## config.mk

```make
export PLATFORM = sky130hd
export DESIGN_NAME = serial_frame_deframer
export DESIGN_NICKNAME = d
export VERILOG_FILES = /design/src/rtl/sfd_pkg.sv /design/src/rtl/sfd_frame_track.sv /design/src/rtl/serial_frame_deframer.sv
export SDC_FILE = /design/constraint.sdc
export NUM_CORES = 1
export LEC_CHECK = 0
export BUFFER_PORTS_ARGS = -buffer_cell sky130_fd_sc_hd__buf_4
export CORE_ASPECT_RATIO = 1.5
export CORE_MARGIN = 5
export CORE_UTILIZATION = 57
export CTS_CLUSTER_DIAMETER = 30
export DETAILED_ROUTE_END_ITERATION = 8
export MAX_ROUTING_LAYER = met4
export PLACE_DENSITY = 0.77
export SYNTH_ARGS = -nofsm -noshare
export SYNTH_HDL_FRONTEND = slang
export SYNTH_HIERARCHICAL = 1
export SYNTH_SLANG_ARGS = --single-unit
```

## constraint.sdc

```tcl
create_clock -name clk -period 3.35 [get_ports clk]
set_input_delay 0.335 -clock clk [delete_from_list [all_inputs] [get_ports clk]]
set_output_delay 0.335 -clock clk [all_outputs]
set_load 0.05 [all_outputs]
```

## src/rtl/sfd_pkg.sv

```systemverilog
`timescale 1ns / 1ps
`default_nettype none
// ----------------------------------------------------------------------------
// sfd_pkg: shared types and constants for the serial frame deframer
// frame layout, byte position codes, status codes and the result record
// ----------------------------------------------------------------------------
package sfd_pkg;

  // frame marker bytes
  localparam logic [7:0] HEADER_BYTE  = 8'hAA;
  localparam logic [7:0] TRAILER_BYTE = 8'h55;

  // field widths
  localparam int unsigned BYTE_W   = 8;
  localparam int unsigned STATUS_W = 3;
  localparam int unsigned VALUE_W  = 16;
  localparam int unsigned PAYLOAD_N = 4;

  // status codes carried on out_tuser
  typedef enum logic [STATUS_W-1:0] {
    ST_ACCEPTED = 3'd0,
    ST_GOOD     = 3'd1,
    ST_CHECKSUM = 3'd2,
    ST_DROPPED  = 3'd3,
    ST_TRAILER  = 3'd4
  } status_t;

  // position within the frame, i.e. which byte is expected next
  typedef enum logic [2:0] {
    POS_HUNT  = 3'd0,
    POS_PAY1  = 3'd1,
    POS_PAY2  = 3'd2,
    POS_PAY3  = 3'd3,
    POS_PAY4  = 3'd4,
    POS_CSUM  = 3'd5,
    POS_TRAIL = 3'd6
  } pos_t;

  // per-byte result handed from the frame tracker to the output stage
  typedef struct packed {
    status_t            status;
    logic [VALUE_W-1:0] first_value;
    logic [VALUE_W-1:0] second_value;
  } sfd_result_t;

endpackage
`default_nettype wire

```

## src/rtl/sfd_frame_track.sv

```systemverilog
`timescale 1ns / 1ps
`default_nettype none
// ----------------------------------------------------------------------------
// sfd_frame_track: frame position tracking and per-byte status
// holds the byte position, payload bytes and running checksum; gives the
// status of the current byte combinationally and updates state on accept
// ----------------------------------------------------------------------------
module sfd_frame_track
  import sfd_pkg::*;
(
  input  wire logic              clk,
  input  wire logic              rst_n,
  input  wire logic              byte_en,   // byte transaction accepted
  input  wire logic [BYTE_W-1:0] rx_byte,
  output sfd_result_t            result
);

  pos_t              pos_r, pos_nxt;
  logic [BYTE_W-1:0] sum_r, sum_nxt;
  logic [BYTE_W-1:0] payload_r [PAYLOAD_N];

  // next position and running checksum
  always_comb begin
    pos_nxt = pos_r;
    sum_nxt = sum_r;
    unique case (pos_r)
      POS_PAY1, POS_PAY2, POS_PAY3: begin
        sum_nxt = sum_r + rx_byte;
        pos_nxt = pos_t'(pos_r + 3'd1);
      end
      POS_PAY4: begin
        sum_nxt = sum_r + rx_byte;
        pos_nxt = POS_CSUM;
      end
      POS_CSUM: begin
        sum_nxt = sum_r - rx_byte;
        pos_nxt = POS_TRAIL;
      end
      POS_TRAIL: begin
        pos_nxt = POS_HUNT;
      end
      default: begin
        // hunting, and the unused position code
        if (rx_byte == HEADER_BYTE) begin
          sum_nxt = '0;
          pos_nxt = POS_PAY1;
        end else begin
          pos_nxt = POS_HUNT;
        end
      end
    endcase
  end

  // status and decoded values for the current byte
  always_comb begin
    result.status       = ST_ACCEPTED;
    result.first_value  = '0;
    result.second_value = '0;
    unique case (pos_r)
      POS_PAY1, POS_PAY2, POS_PAY3, POS_PAY4, POS_CSUM: begin
        result.status = ST_ACCEPTED;
      end
      POS_TRAIL: begin
        // trailer is checked before the checksum
        if (rx_byte != TRAILER_BYTE) begin
          result.status = ST_TRAILER;
        end else if (sum_r != '0) begin
          result.status = ST_CHECKSUM;
        end else begin
          result.status       = ST_GOOD;
          result.first_value  = {payload_r[1], payload_r[0]};
          result.second_value = {payload_r[3], payload_r[2]};
        end
      end
      default: begin
        if (rx_byte != HEADER_BYTE) begin
          result.status = ST_DROPPED;
        end
      end
    endcase
  end

  // control state
  always_ff @(posedge clk) begin
    if (!rst_n) begin
      pos_r <= POS_HUNT;
      sum_r <= '0;
    end else if (byte_en) begin
      pos_r <= pos_nxt;
      sum_r <= sum_nxt;
    end
  end

  // payload capture, one fixed slot per payload position
  always_ff @(posedge clk) begin
    if (byte_en) begin
      if (pos_r == POS_PAY1) payload_r[0] <= rx_byte;
      if (pos_r == POS_PAY2) payload_r[1] <= rx_byte;
      if (pos_r == POS_PAY3) payload_r[2] <= rx_byte;
      if (pos_r == POS_PAY4) payload_r[3] <= rx_byte;
    end
  end

endmodule
`default_nettype wire

```

## src/rtl/serial_frame_deframer.sv

```systemverilog
`timescale 1ns / 1ps
`default_nettype none
// ----------------------------------------------------------------------------
// serial_frame_deframer: byte stream to frame status and values
// finds 0xAA / 4 payload / checksum / 0x55 frames in a byte stream
// ----------------------------------------------------------------------------
// Every received byte gives exactly one result transaction, in the cycle
// after the byte is taken. One byte is accepted per cycle: the frame state
// update is a single short step and the result sits in one output register,
// which is refilled in the same cycle it is drained, so in_tready stays high
// unless a result is waiting while out_tready is low. out_tuser carries the
// status (accepted, frame good, checksum error, dropped while hunting, bad
// trailer); out_tdata carries the two signed little-endian payload words,
// which are zero unless the status is frame good. Any error returns the block
// to hunting for the header byte.
// ----------------------------------------------------------------------------
module serial_frame_deframer
  import sfd_pkg::*;
(
  input  wire logic                  clk,
  input  wire logic                  rst_n,
  // received bytes
  input  wire logic                  in_tvalid,
  output logic                       in_tready,
  input  wire logic [BYTE_W-1:0]     in_tdata,   // [7:0] rx_byte
  // per-byte results
  output logic                       out_tvalid,
  input  wire logic                  out_tready,
  output logic [2*VALUE_W-1:0]       out_tdata,  // [15:0] first_value, [31:16] second_value
  output logic [STATUS_W-1:0]        out_tuser   // [2:0] status
);

  logic        in_fire;
  sfd_result_t track_result;
  sfd_result_t result_r;
  logic        out_valid_r;

  // output register can take a new result when empty or being drained
  assign in_tready = !out_valid_r || out_tready;
  assign in_fire   = in_tvalid && in_tready;

  sfd_frame_track u_track (
    .clk     (clk),
    .rst_n   (rst_n),
    .byte_en (in_fire),
    .rx_byte (in_tdata),
    .result  (track_result)
  );

  // result valid flag
  always_ff @(posedge clk) begin
    if (!rst_n) begin
      out_valid_r <= 1'b0;
    end else if (in_tready) begin
      out_valid_r <= in_tvalid;
    end
  end

  // result payload
  always_ff @(posedge clk) begin
    if (in_fire) begin
      result_r <= track_result;
    end
  end

  assign out_tvalid = out_valid_r;
  assign out_tuser  = result_r.status;
  assign out_tdata  = {result_r.second_value, result_r.first_value};

endmodule
`default_nettype wire

```

After elaboration in Yosys (flattened, before gate mapping):

Memories as Yosys holds them, arrays and structs flattened. A register that Yosys moved wholly into a read port is not among the register bits.
Index checks and enable logic that the tools add are counted.

* register bits: 15
* bits in writable memories: 32
* bits of input ports: 12
* output and inout bits: 37
* word-level logic and storage cells: 60
* memories kept: 1

Memory list
* u_track.payload_r: words 4, width 8, rd ports 4, clocked after Yosys merged registers in 4, write ports 1, line sfd_frame_track.sv:20 `logic [BYTE_W-1:0] payload_r [PAYLOAD_N];`

* add/subtract/negate cells: 3
* eq/ne operators: 9
* multiplexer cells: 29
* bitwise logic cells: 1
* reductions and logical operators: 13

Operators with widths (number)
* $mux 8: 4
* $pmux 8 s3: 1
* $reduce_or 8->1: 3
* $mux 1: 16
* $pmux 3 s4: 1
* $mux 2: 5
* $eq 3x3->1 const B: 3
* $add 8x8->8: 1
* $eq 8x8->1 const B: 1
* $ne 8x7->1 const B: 1
* $ne 8x8->1 const B: 1
* $reduce_bool 8->1: 1
* $sub 8x8->8: 1
* $eq 3x2->1 const B: 2
* $pmux 3 s2: 1
* $reduce_or 3->1: 2
* $reduce_or 5->1: 1
* $reduce_or 4->1: 1
* $add 3x1->3 const B: 1
* $eq 3x1->1 const B: 1
* $mux 3: 1
* $reduce_and 3->1: 1
* $reduce_bool 3->1: 1
* $logic_and 1x1->1: 1
* other kinds (3): 3

Depth between registers and ports, before layout:

Gate-level depths: netlist of run 1.

* depth after elaboration: 9
* mapped depth: 11
* gate-level depth less buffers: 11

Modules after synthesis:

The synthesis of run 1 kept the hierarchy.

Modules (own cells, without submodules)
* sfd_frame_track: instances 1, cells an instance 211, area each 2348.5 µm², seq. area each 1181.1 µm²
* serial_frame_deframer: instances 1, cells an instance 40, area each 1108.6 µm², seq. area each 1071.0 µm²

Worst setup path before layout of run 1:

No wires, ideal clock.

* path type: register to register
* start point: register out_valid_r, in the netlist out_tvalid
* end point: register u_track.sum_r[6]
* library setup time: 0.116 ns
* arrival: 2.323 ns
* required time: 3.234 ns
* setup slack: 0.911 ns
* stages on the path, launching flop included: 9
* path buffers: 1
* clock period less this slack: 2.439 ns
* path through: dfxtp_1 nand2b_4 and2_4 buf_2 and3b_2 a31o_2 nand3_1 mux2i_1 a31o_2

* longest elaborated chain between the ends: 4

RTL lines
* start, declared: line serial_frame_deframer.sv:36 `logic out_valid_r;`
* start signal, assigned: line serial_frame_deframer.sv:55 `out_valid_r <= in_tvalid;`
* $logic_not 1->1: line serial_frame_deframer.sv:39 `assign in_tready = !out_valid_r || out_tready;`
* $logic_or 1x1->1: line serial_frame_deframer.sv:39
* via in_tready: line serial_frame_deframer.sv:24 `output logic in_tready,`
* $logic_and 1x1->1: line serial_frame_deframer.sv:40 `assign in_fire = in_tvalid && in_tready;`
* via in_fire: line serial_frame_deframer.sv:33 `logic in_fire;`
* $reduce_and 3->1 (no source line)
* end signal, assigned: line sfd_frame_track.sv:90 `sum_r <= sum_nxt;`
* end, declared: line sfd_frame_track.sv:19 `logic [BYTE_W-1:0] sum_r, sum_nxt;`

The timed path passes the listed nets, and every way through them passes these cells.
A chain may end at the register's enable or synchronous reset.

Worst setup path after layout of run 1:

* start point: register u_track.pos_r[1]
* end point: register u_track.sum_r[7]

* longest elaborated chain between the ends: 4
* elaborated cells between the ends (all ways): 11
* classes of those cells: eq/ne: 6; mux: 1; bitwise: 1; reduce/logical: 3

RTL lines
* start, declared: line sfd_frame_track.sv:18 `pos_t pos_r, pos_nxt;`
* start signal, assigned: line sfd_frame_track.sv:89 `pos_r <= pos_nxt;`
* $eq 3x3->1, or another cell as far along: line sfd_frame_track.sv:26 `unique case (pos_r)`
* $reduce_or 4->1 (no source line)
* $reduce_bool 3->1 (no source line)
* $reduce_and 3->1 (no source line)

Parallel ways exist; a longest one is shown, timed or not.

==> summary.md, run 1 <==
| Metric | Value |
|---|---|
| Status | `finished clean` |
| Post-synth EDFFs | `67` |
| Setup TNS Final | `0 ps` |
| Critical Path AT | `2850 ps` |
| CP Launch Point | `u_track/pos_r[1]$_SDFFE_PN0P_` |
| Floorplan die height | `105 um` |
| Cts hold-fix bufs | `0` |
| Yosys warning total | `6` |
| Measured slew at the worst slew-check pin | `830 ps` |
| #FFs+latches synth | `79` |
| Cell variety after synth | `54` |
| Hold Vio Cnt, Final | `0` |
| Lkg Pwr | `0.00159 uW` |
| Critical path fanouts, max | `6` |
| CP Class | `register to register` |
| Synth area leader | `edfxtp_1` |
| Pre-CTS setup slack | `812 ps` |
| Most common cell in the synthesized netlist | `edfxtp_1` |
| Minimum clock period | `2570 ps` |
| CTS tree | `yes` |
| Post-CTS Resized | `0` |
| Mean Syn Cell Area | `13.8 sq um` |
| Number of global-route vias before repair | `1997` |
| FF-to-FF Start | `u_track/pos_r[1]$_SDFFE_PN0P_` |
| Gp weighted congestion | `0.905` |
| Initial core utilization | `58.9%` |
| Area contributors post-synth | `edfxtp_1, dfxtp_1, and2_1` |
| Power per Cell Area | `488 nW/um^2` |
| Via count | `2062` |
| IO Count | `49` |
| RSZ-0062 raised after global routing | `no` |
| First-pass GRT wire length | `9950 um` |
| Total gr overflow | `0` |
| Routed Antenna Nets | `0` |
| Max Cap Viol | `0` |
| CTS Buf Count | `9` |
| Initial antenna violation count | `0` |
| Clock Latency Late Sink | `340 ps` |
| Total setup buffers inserted after CTS | `0` |
| Seq/Total Area, Yosys | `65.1%` |
| Drt initial violations | `155` |
| Synth async-reset ratio | `0%` |
| Die X-Extent | `73.6 um` |
| Die area | `7750 sq um` |
| Hold path start | `in_tdata[6]` |
| Routed len/inst | `16.1 um` |
| Peak supply drop | `0.000360 V` |
| Count of pins over their slew limit | `0` |
| Top cells by count, synth | `edfxtp_1, and2_1, ha_1` |
| Largest net degree at the start of global routing | `34` |
| # diodes | `0` |
| Max Fclk | `390 MHz` |
| Final #Nets | `333` |
| Layout cell share with drive strength beyond 1 | `24.8%` |
| Synth Instances | `251` |
| Worst Skew | `10.2 ps` |
| H-tree Lvls | `3` |
| DR pass1 iterations | `4` |
| CP endpoint kind | `register` |
| DRC viols | `0` |
| Routed WL | `6140 um` |
| Via-to-Cell Ratio | `5.40` |
| Type of the tightest min-delay check | `input pin to register` |
| Clock tree buffer depth | `2` |
| Final HPWL DP | `4550 um` |
| Area delta synth->final | `17.0%` |
| Relative slew margins | `44.6%` |
| # fillers | `440` |
| Mapped cell area | `3460 sq um` |
| Startpoint Class | `register` |
| Top cell type's share of synthesized area | `58.2%` |
| Tcrit/Tclk final | `76.6%` |
| Clock slew at reported path FFs | `80 ps` |
| Core area | `5870 sq um` |
| Dominant synthesized flop cell | `edfxtp_1` |
| CTS root buffer | `clkbuf_8` |
| CTS sink cnt | `79` |
| PortBufs | `48` |
| Final setup violation count | `0` |
| Core Rows | `34` |
| Syn nets | `279` |
| Setup ws final | `784 ps` |
| GRT Overall Usage | `17.5%` |
| Required @ worst endpoint | `3630 ps` |
worst paths after layout:
check	end	slack, ps	depth (start not counted)
hold reg to reg	u_track/sum_r[3]$_SDFFE_PN0P_	510	2
setup / recovery	u_track/sum_r[7]$_SDFFE_PN0P_	780	10
setup reg to reg	u_track/sum_r[7]$_SDFFE_PN0P_	780	10
hold / removal	u_track/payload_r[2][6]$_DFFE_PP_	250	1
cells by family after synthesis:
kind of cell	count (synthesis)	share of synthesized area, %
xor+xnor	9	2.28
flops	79	65.1
compound gates	42	8.54
buf+inv	18	2.53
mux	2	0.579
fa+ha+maj	16	6.01
simple gates	85	14.9
cell usage in the layout (no fill, tap or decap), types with 2 or more instances in the layout:
cell,instances
a21boi_0,4
a21oi_1,6
a22oi_1,2
a31o_2,2
a31oi_1,2
and2_1,34
and3_1,2
buf_4,49
clkbuf_8,9
clkinvlp_4,3
dfxtp_1,12
edfxtp_1,67
ha_1,15
inv_1,12
inv_6,2
mux2i_1,2
nand2_1,8
nand3_1,5
nand4_1,3
nor2_1,9
nor2b_1,5
o21a_1,3
o21ai_0,12
or3_1,2
or4_1,2
xnor2_1,6
xor2_1,3
critical path: stages (launching register included):
cell	delay (ps)
dfxtp_1	390
inv_1	80
ha_1	240
nand2_1	160
mux2i_1	310
ha_1	280
nor2b_1	140
o31ai_1	310
a32oi_1	170
or3_1	370
nand3_1	70
layer usage:
layer | vias up | part of all wire (%) | global-route usage (%)
li1 | 1020 | - | -
met1 | 973 | 38 | 19.3
met2 | 59 | 55 | 30.0
met3 | 10 | 5.3 | 3.90
met4 | 0 | 1.8 | 6.99
met5 | - | 0 | -
power breakdown:
part           switching [uW]  internal [uW]  total, uW
Clock                     339            273        611
Combinational             170           85.8        256
Sequential               12.5           1100       1110
Total                     521           1450       1970
sequential cells by signal, indices dropped and copies added (netlist names):
register	flops
out_tdata	32
u_track/payload_r	32
u_track/sum_r	8
out_tuser	3
u_track/pos_r	3
out_tvalid	1
cell type report:
class	count	area [sq um]	area share, %
Tap cell	72	90.1	2.23
Inverter	12	45.0	1.11
Multi-Input combinational cell	154	1120	27.6
Clock buffer	10	128	3.15
Timing Repair Buffer	49	368	9.09
Sequential cell	79	2250	55.7
Clock inverter	6	45.0	1.11
stage by stage:
step / cells / total power (uW) / instance area [sq um] / hold WS [ps] / utilization, %
finish: 382 / 1970 / 4050 / 247 / 68.9
global route: 382 / 2050 / 4050 / 230 / 68.9
CTS: 382 / 1990 / 4050 / 229 / 68.9
detailed placement: 366 / 1390 / 3870 / 496 / 66.0
global placement: 366 / 1380 / 3870 / 491 / 66.0
floorplan: 251 / 1300 / 3460 / 434 / -
(Power assumes the default switching activity.)
==> run 2: changes to the inputs <==
--- a/config.mk
+++ b/config.mk
@@ -8,11 +8,11 @@
 export BUFFER_PORTS_ARGS = -buffer_cell sky130_fd_sc_hd__buf_4
 export CORE_ASPECT_RATIO = 1.5
 export CORE_MARGIN = 5
-export CORE_UTILIZATION = 57
+export CORE_UTILIZATION = 51
 export CTS_CLUSTER_DIAMETER = 30
 export DETAILED_ROUTE_END_ITERATION = 8
 export MAX_ROUTING_LAYER = met4
-export PLACE_DENSITY = 0.77
+export PLACE_DENSITY = 0.73
 export SYNTH_ARGS = -nofsm -noshare
 export SYNTH_HDL_FRONTEND = slang
 export SYNTH_HIERARCHICAL = 1
==> constraint.sdc (replaced) <==
create_clock -name clk -period 2.09 [get_ports clk]
set_input_delay 0.209 -clock clk [delete_from_list [all_inputs] [get_ports clk]]
set_output_delay 0.209 -clock clk [all_outputs]
set_load 0.05 [all_outputs]
==> run 2 against run 1 <==
  * The run now ends with setup timing left
  * Routed wire length rose by 8.6%
  * Final cell count rose by 7.1%
  * Core utilization shrank 1.4 points
  * Clock power increased by 98%
  * Register-to-register slack worse by 800 ps
  * Clock-buffer cell count increased by 1
  * Sequential share of layout area down 4.7 points
  * Sequential power rose by 60%
  * Clock skew decreased by 1.4 ps
  * Combinational power up 92%
==> summary.md, run 2 (same netlist as run 1, synthesis figures left out) <==
| Metric | Value |
|---|---|
| Status | `finished with violations` |
| Failing checks | `setup timing` |
| Routed Antenna Nets | `0 (unchanged)` |
| Commonest non-fill, non-tap cells in the layout | `buf_4, edfxtp_1, and2_1` |
| Hold WS | `76.0 ps (-171 ps)` |
| Max Cap Viol | `0 (unchanged)` |
| IO Count | `49 (unchanged)` |
| Area delta synth->final | `28.3%` |
| Gp weighted congestion | `0.841 (-7.1%)` |
| GRT Overall Usage | `17.2% (-0.31 points)` |
| Clock tree buffer depth | `2 (unchanged)` |
| Count of pins over their slew limit | `0 (unchanged)` |
| Critical R2R Capture | `u_track/sum_r[7]$_SDFFE_PN0P_` |
| Final design utilization | `67.5% (-1.4 points)` |
| Final HPWL DP | `4690 um (+3.0%)` |
| Setup TNS Final | `-25.3 ps (-25.3 ps)` |
| Critical Path AT | `2410 ps (-440 ps)` |
| Largest net degree at the start of global routing | `36 (+5.9%)` |
| Tcrit/Tclk final | `101% (+24 points)` |
| Total gr overflow | `0 (unchanged)` |
| Max Fclk | `474 MHz (+22%)` |
| CTS root buffer | `clkbuf_8` |
| DR pass1 iterations | `4 (unchanged)` |
| Footprint of the multi-input gates | `1270 sq um (+14%)` |
| Cts hold-fix bufs | `0 (unchanged)` |
| Floorplan die height | `111 um (+5.2%)` |
| Commonest non-fill, non-tap cell in the layout | `buf_4` |
| # fillers | `483 (+9.8%)` |
| Die X-Extent | `77.2 um (+4.9%)` |
| Startpoint Class | `register` |
| CTS Buf Count | `9 (unchanged)` |
| Register Area | `2260 sq um (+0.39%)` |
| WHS Endpoint | `u_track/payload_r[3][2]$_DFFE_PP_` |
| Required @ worst endpoint | `2390 ps (-1240 ps)` |
| CTS tree | `yes` |
| Peak supply drop | `0.000467 V (+30%)` |
| Lkg Pwr | `0.00177 uW (+12%)` |
| H-tree Lvls | `3 (unchanged)` |
| Routed WL | `6670 um (+8.6%)` |
| Layout cell share with drive strength beyond 1 | `36.3% (+11 points)` |
| Setup ws final | `-18.0 ps (-802 ps)` |
| R2R cell count | `11 (+1)` |
| # diodes | `0 (unchanged)` |
| Hold Vio Cnt, Final | `0 (unchanged)` |
| First-pass GRT wire length | `11100 um (+12%)` |
| FF-to-FF Start | `u_track/pos_r[1]$_SDFFE_PN0P_` |
| Hold depth | `1 (unchanged)` |
| Final setup violation count | `2 (+2)` |
| RSZ-0062 raised after global routing | `yes` |
| Number of global-route vias before repair | `2210 (+11%)` |
| Pre-CTS setup slack | `-171 ps (-983 ps)` |
| Final #Nets | `356 (+6.9%)` |
| Initial core utilization | `52.6% (-6.3 points)` |
| Critical path fanouts, max | `4 (-2)` |
| Via count | `2182 (+5.8%)` |
| Routed len/inst | `16.3 um (+1.4%)` |
| CP Class | `register to register` |
| Clock slew at reported path FFs | `80 ps (about the same)` |
| Relative slew margins | `71.2% (+27 points)` |
| Via-to-Cell Ratio | `5.33 (-1.2%)` |
| Drt initial violations | `128 (-17%)` |
| Measured slew at the worst slew-check pin | `432 ps (-398 ps)` |
| Power per Cell Area | `784 nW/um^2 (+61%)` |
| DRC viols | `0 (unchanged)` |
| Initial antenna violation count | `0 (unchanged)` |
| Die area | `8560 sq um (+10%)` |
| CTS sink cnt | `79 (unchanged)` |
| Minimum clock period | `2110 ps (-458 ps)` |
| R2R setup slack | `-20 ps (-800 ps)` |
| Worst Skew | `8.78 ps (-1.38 ps)` |
| CP endpoint kind | `register` |
| Clock Latency Late Sink | `350 ps (about the same)` |
| Hold path start | `in_tdata[2]` |
| Core Rows | `36 (+5.9%)` |
| Type of the tightest min-delay check | `input pin to register` |
| PortBufs | `48 (unchanged)` |
| Core area | `6580 sq um (+12%)` |
run 2: changes by cell type in the layout (fill, tap and decap cells not counted), sizes merged:
cell      previous run  this run
buf                 49        72
bufinv               0         2
clkinvlp             3         1
clkbuf              10        11
inv                 14        13
run 2: how the worst max path moves through the flow:
stage / cells after the start / end / slack (ps) / from
after floorplan: 11 / u_track/sum_r[7]$_SDFFE_PN0P_ / -20 / u_track/pos_r[1]$_SDFFE_PN0P_
after global placement: 10 / u_track/sum_r[7]$_SDFFE_PN0P_ / -100 / u_track/pos_r[1]$_SDFFE_PN0P_
after detailed placement: 10 / u_track/sum_r[7]$_SDFFE_PN0P_ / -170 / u_track/pos_r[1]$_SDFFE_PN0P_
after CTS: 10 / u_track/sum_r[7]$_SDFFE_PN0P_ / -50 / u_track/pos_r[1]$_SDFFE_PN0P_
after global routing: 11 / u_track/sum_r[7]$_SDFFE_PN0P_ / -100 / u_track/pos_r[1]$_SDFFE_PN0P_
final: 11 / u_track/sum_r[7]$_SDFFE_PN0P_ / -20 / u_track/pos_r[1]$_SDFFE_PN0P_
run 2: worst max-delay path: stages (launching register included):
cell     delay, ps
dfxtp_2        330
inv_2           50
ha_4           160
and2_4         180
nor2_4         100
xnor2_2        140
ha_4           240
o211a_1        240
o31ai_4         80
a32oi_2        140
or3_1          330
nand3_1         70
run 2: per-layer routing:
layer | global-route usage [%] | wire (um)
met1 | 18.0 | 2590
met2 | 28.9 | 3570
met3 | 4.72 | 277
met4 | 9.40 | 229
met5 | - | 0
run 2: area by class of cell:
type                            instances  share of cell area, %
Tap cell                               76                   2.14
Sequential cell                        79                   51.0
Clock inverter                          5                   1.83
Inverter                               12                   1.02
Timing Repair Buffer                   72                   12.5
Multi-Input combinational cell        154                   28.6
Clock buffer                           11                   2.96
run 2: power breakdown:
group          leakage [uW]  switching [uW]  total [uW]  internal, uW
clock              0.000104             536        1210           675
sequential         0.000739            20.6        1780          1760
combinational      0.000932             299         492           194
total               0.00177             855        3480          2620
run 2: through the flow:
step           total power [uW]  std cells  instance area, sq um
2_1_floorplan              2100        251                  3510
3_3_place_gp               2250        389                  4080
3_5_place_dp               2260        389                  4080
4_1_cts                    3510        408                  4390
5_1_grt                    3620        409                  4440
6_report                   3480        409                  4440
run 2: what timing repair did:
action,4_1_cts,5_1_grt
endpoints found under the setup margin,5,11
cloned,0,0
pin swaps,13,7
endpoints found under the hold margin,0,0
resized for setup,16,10
buffers inserted,3,1
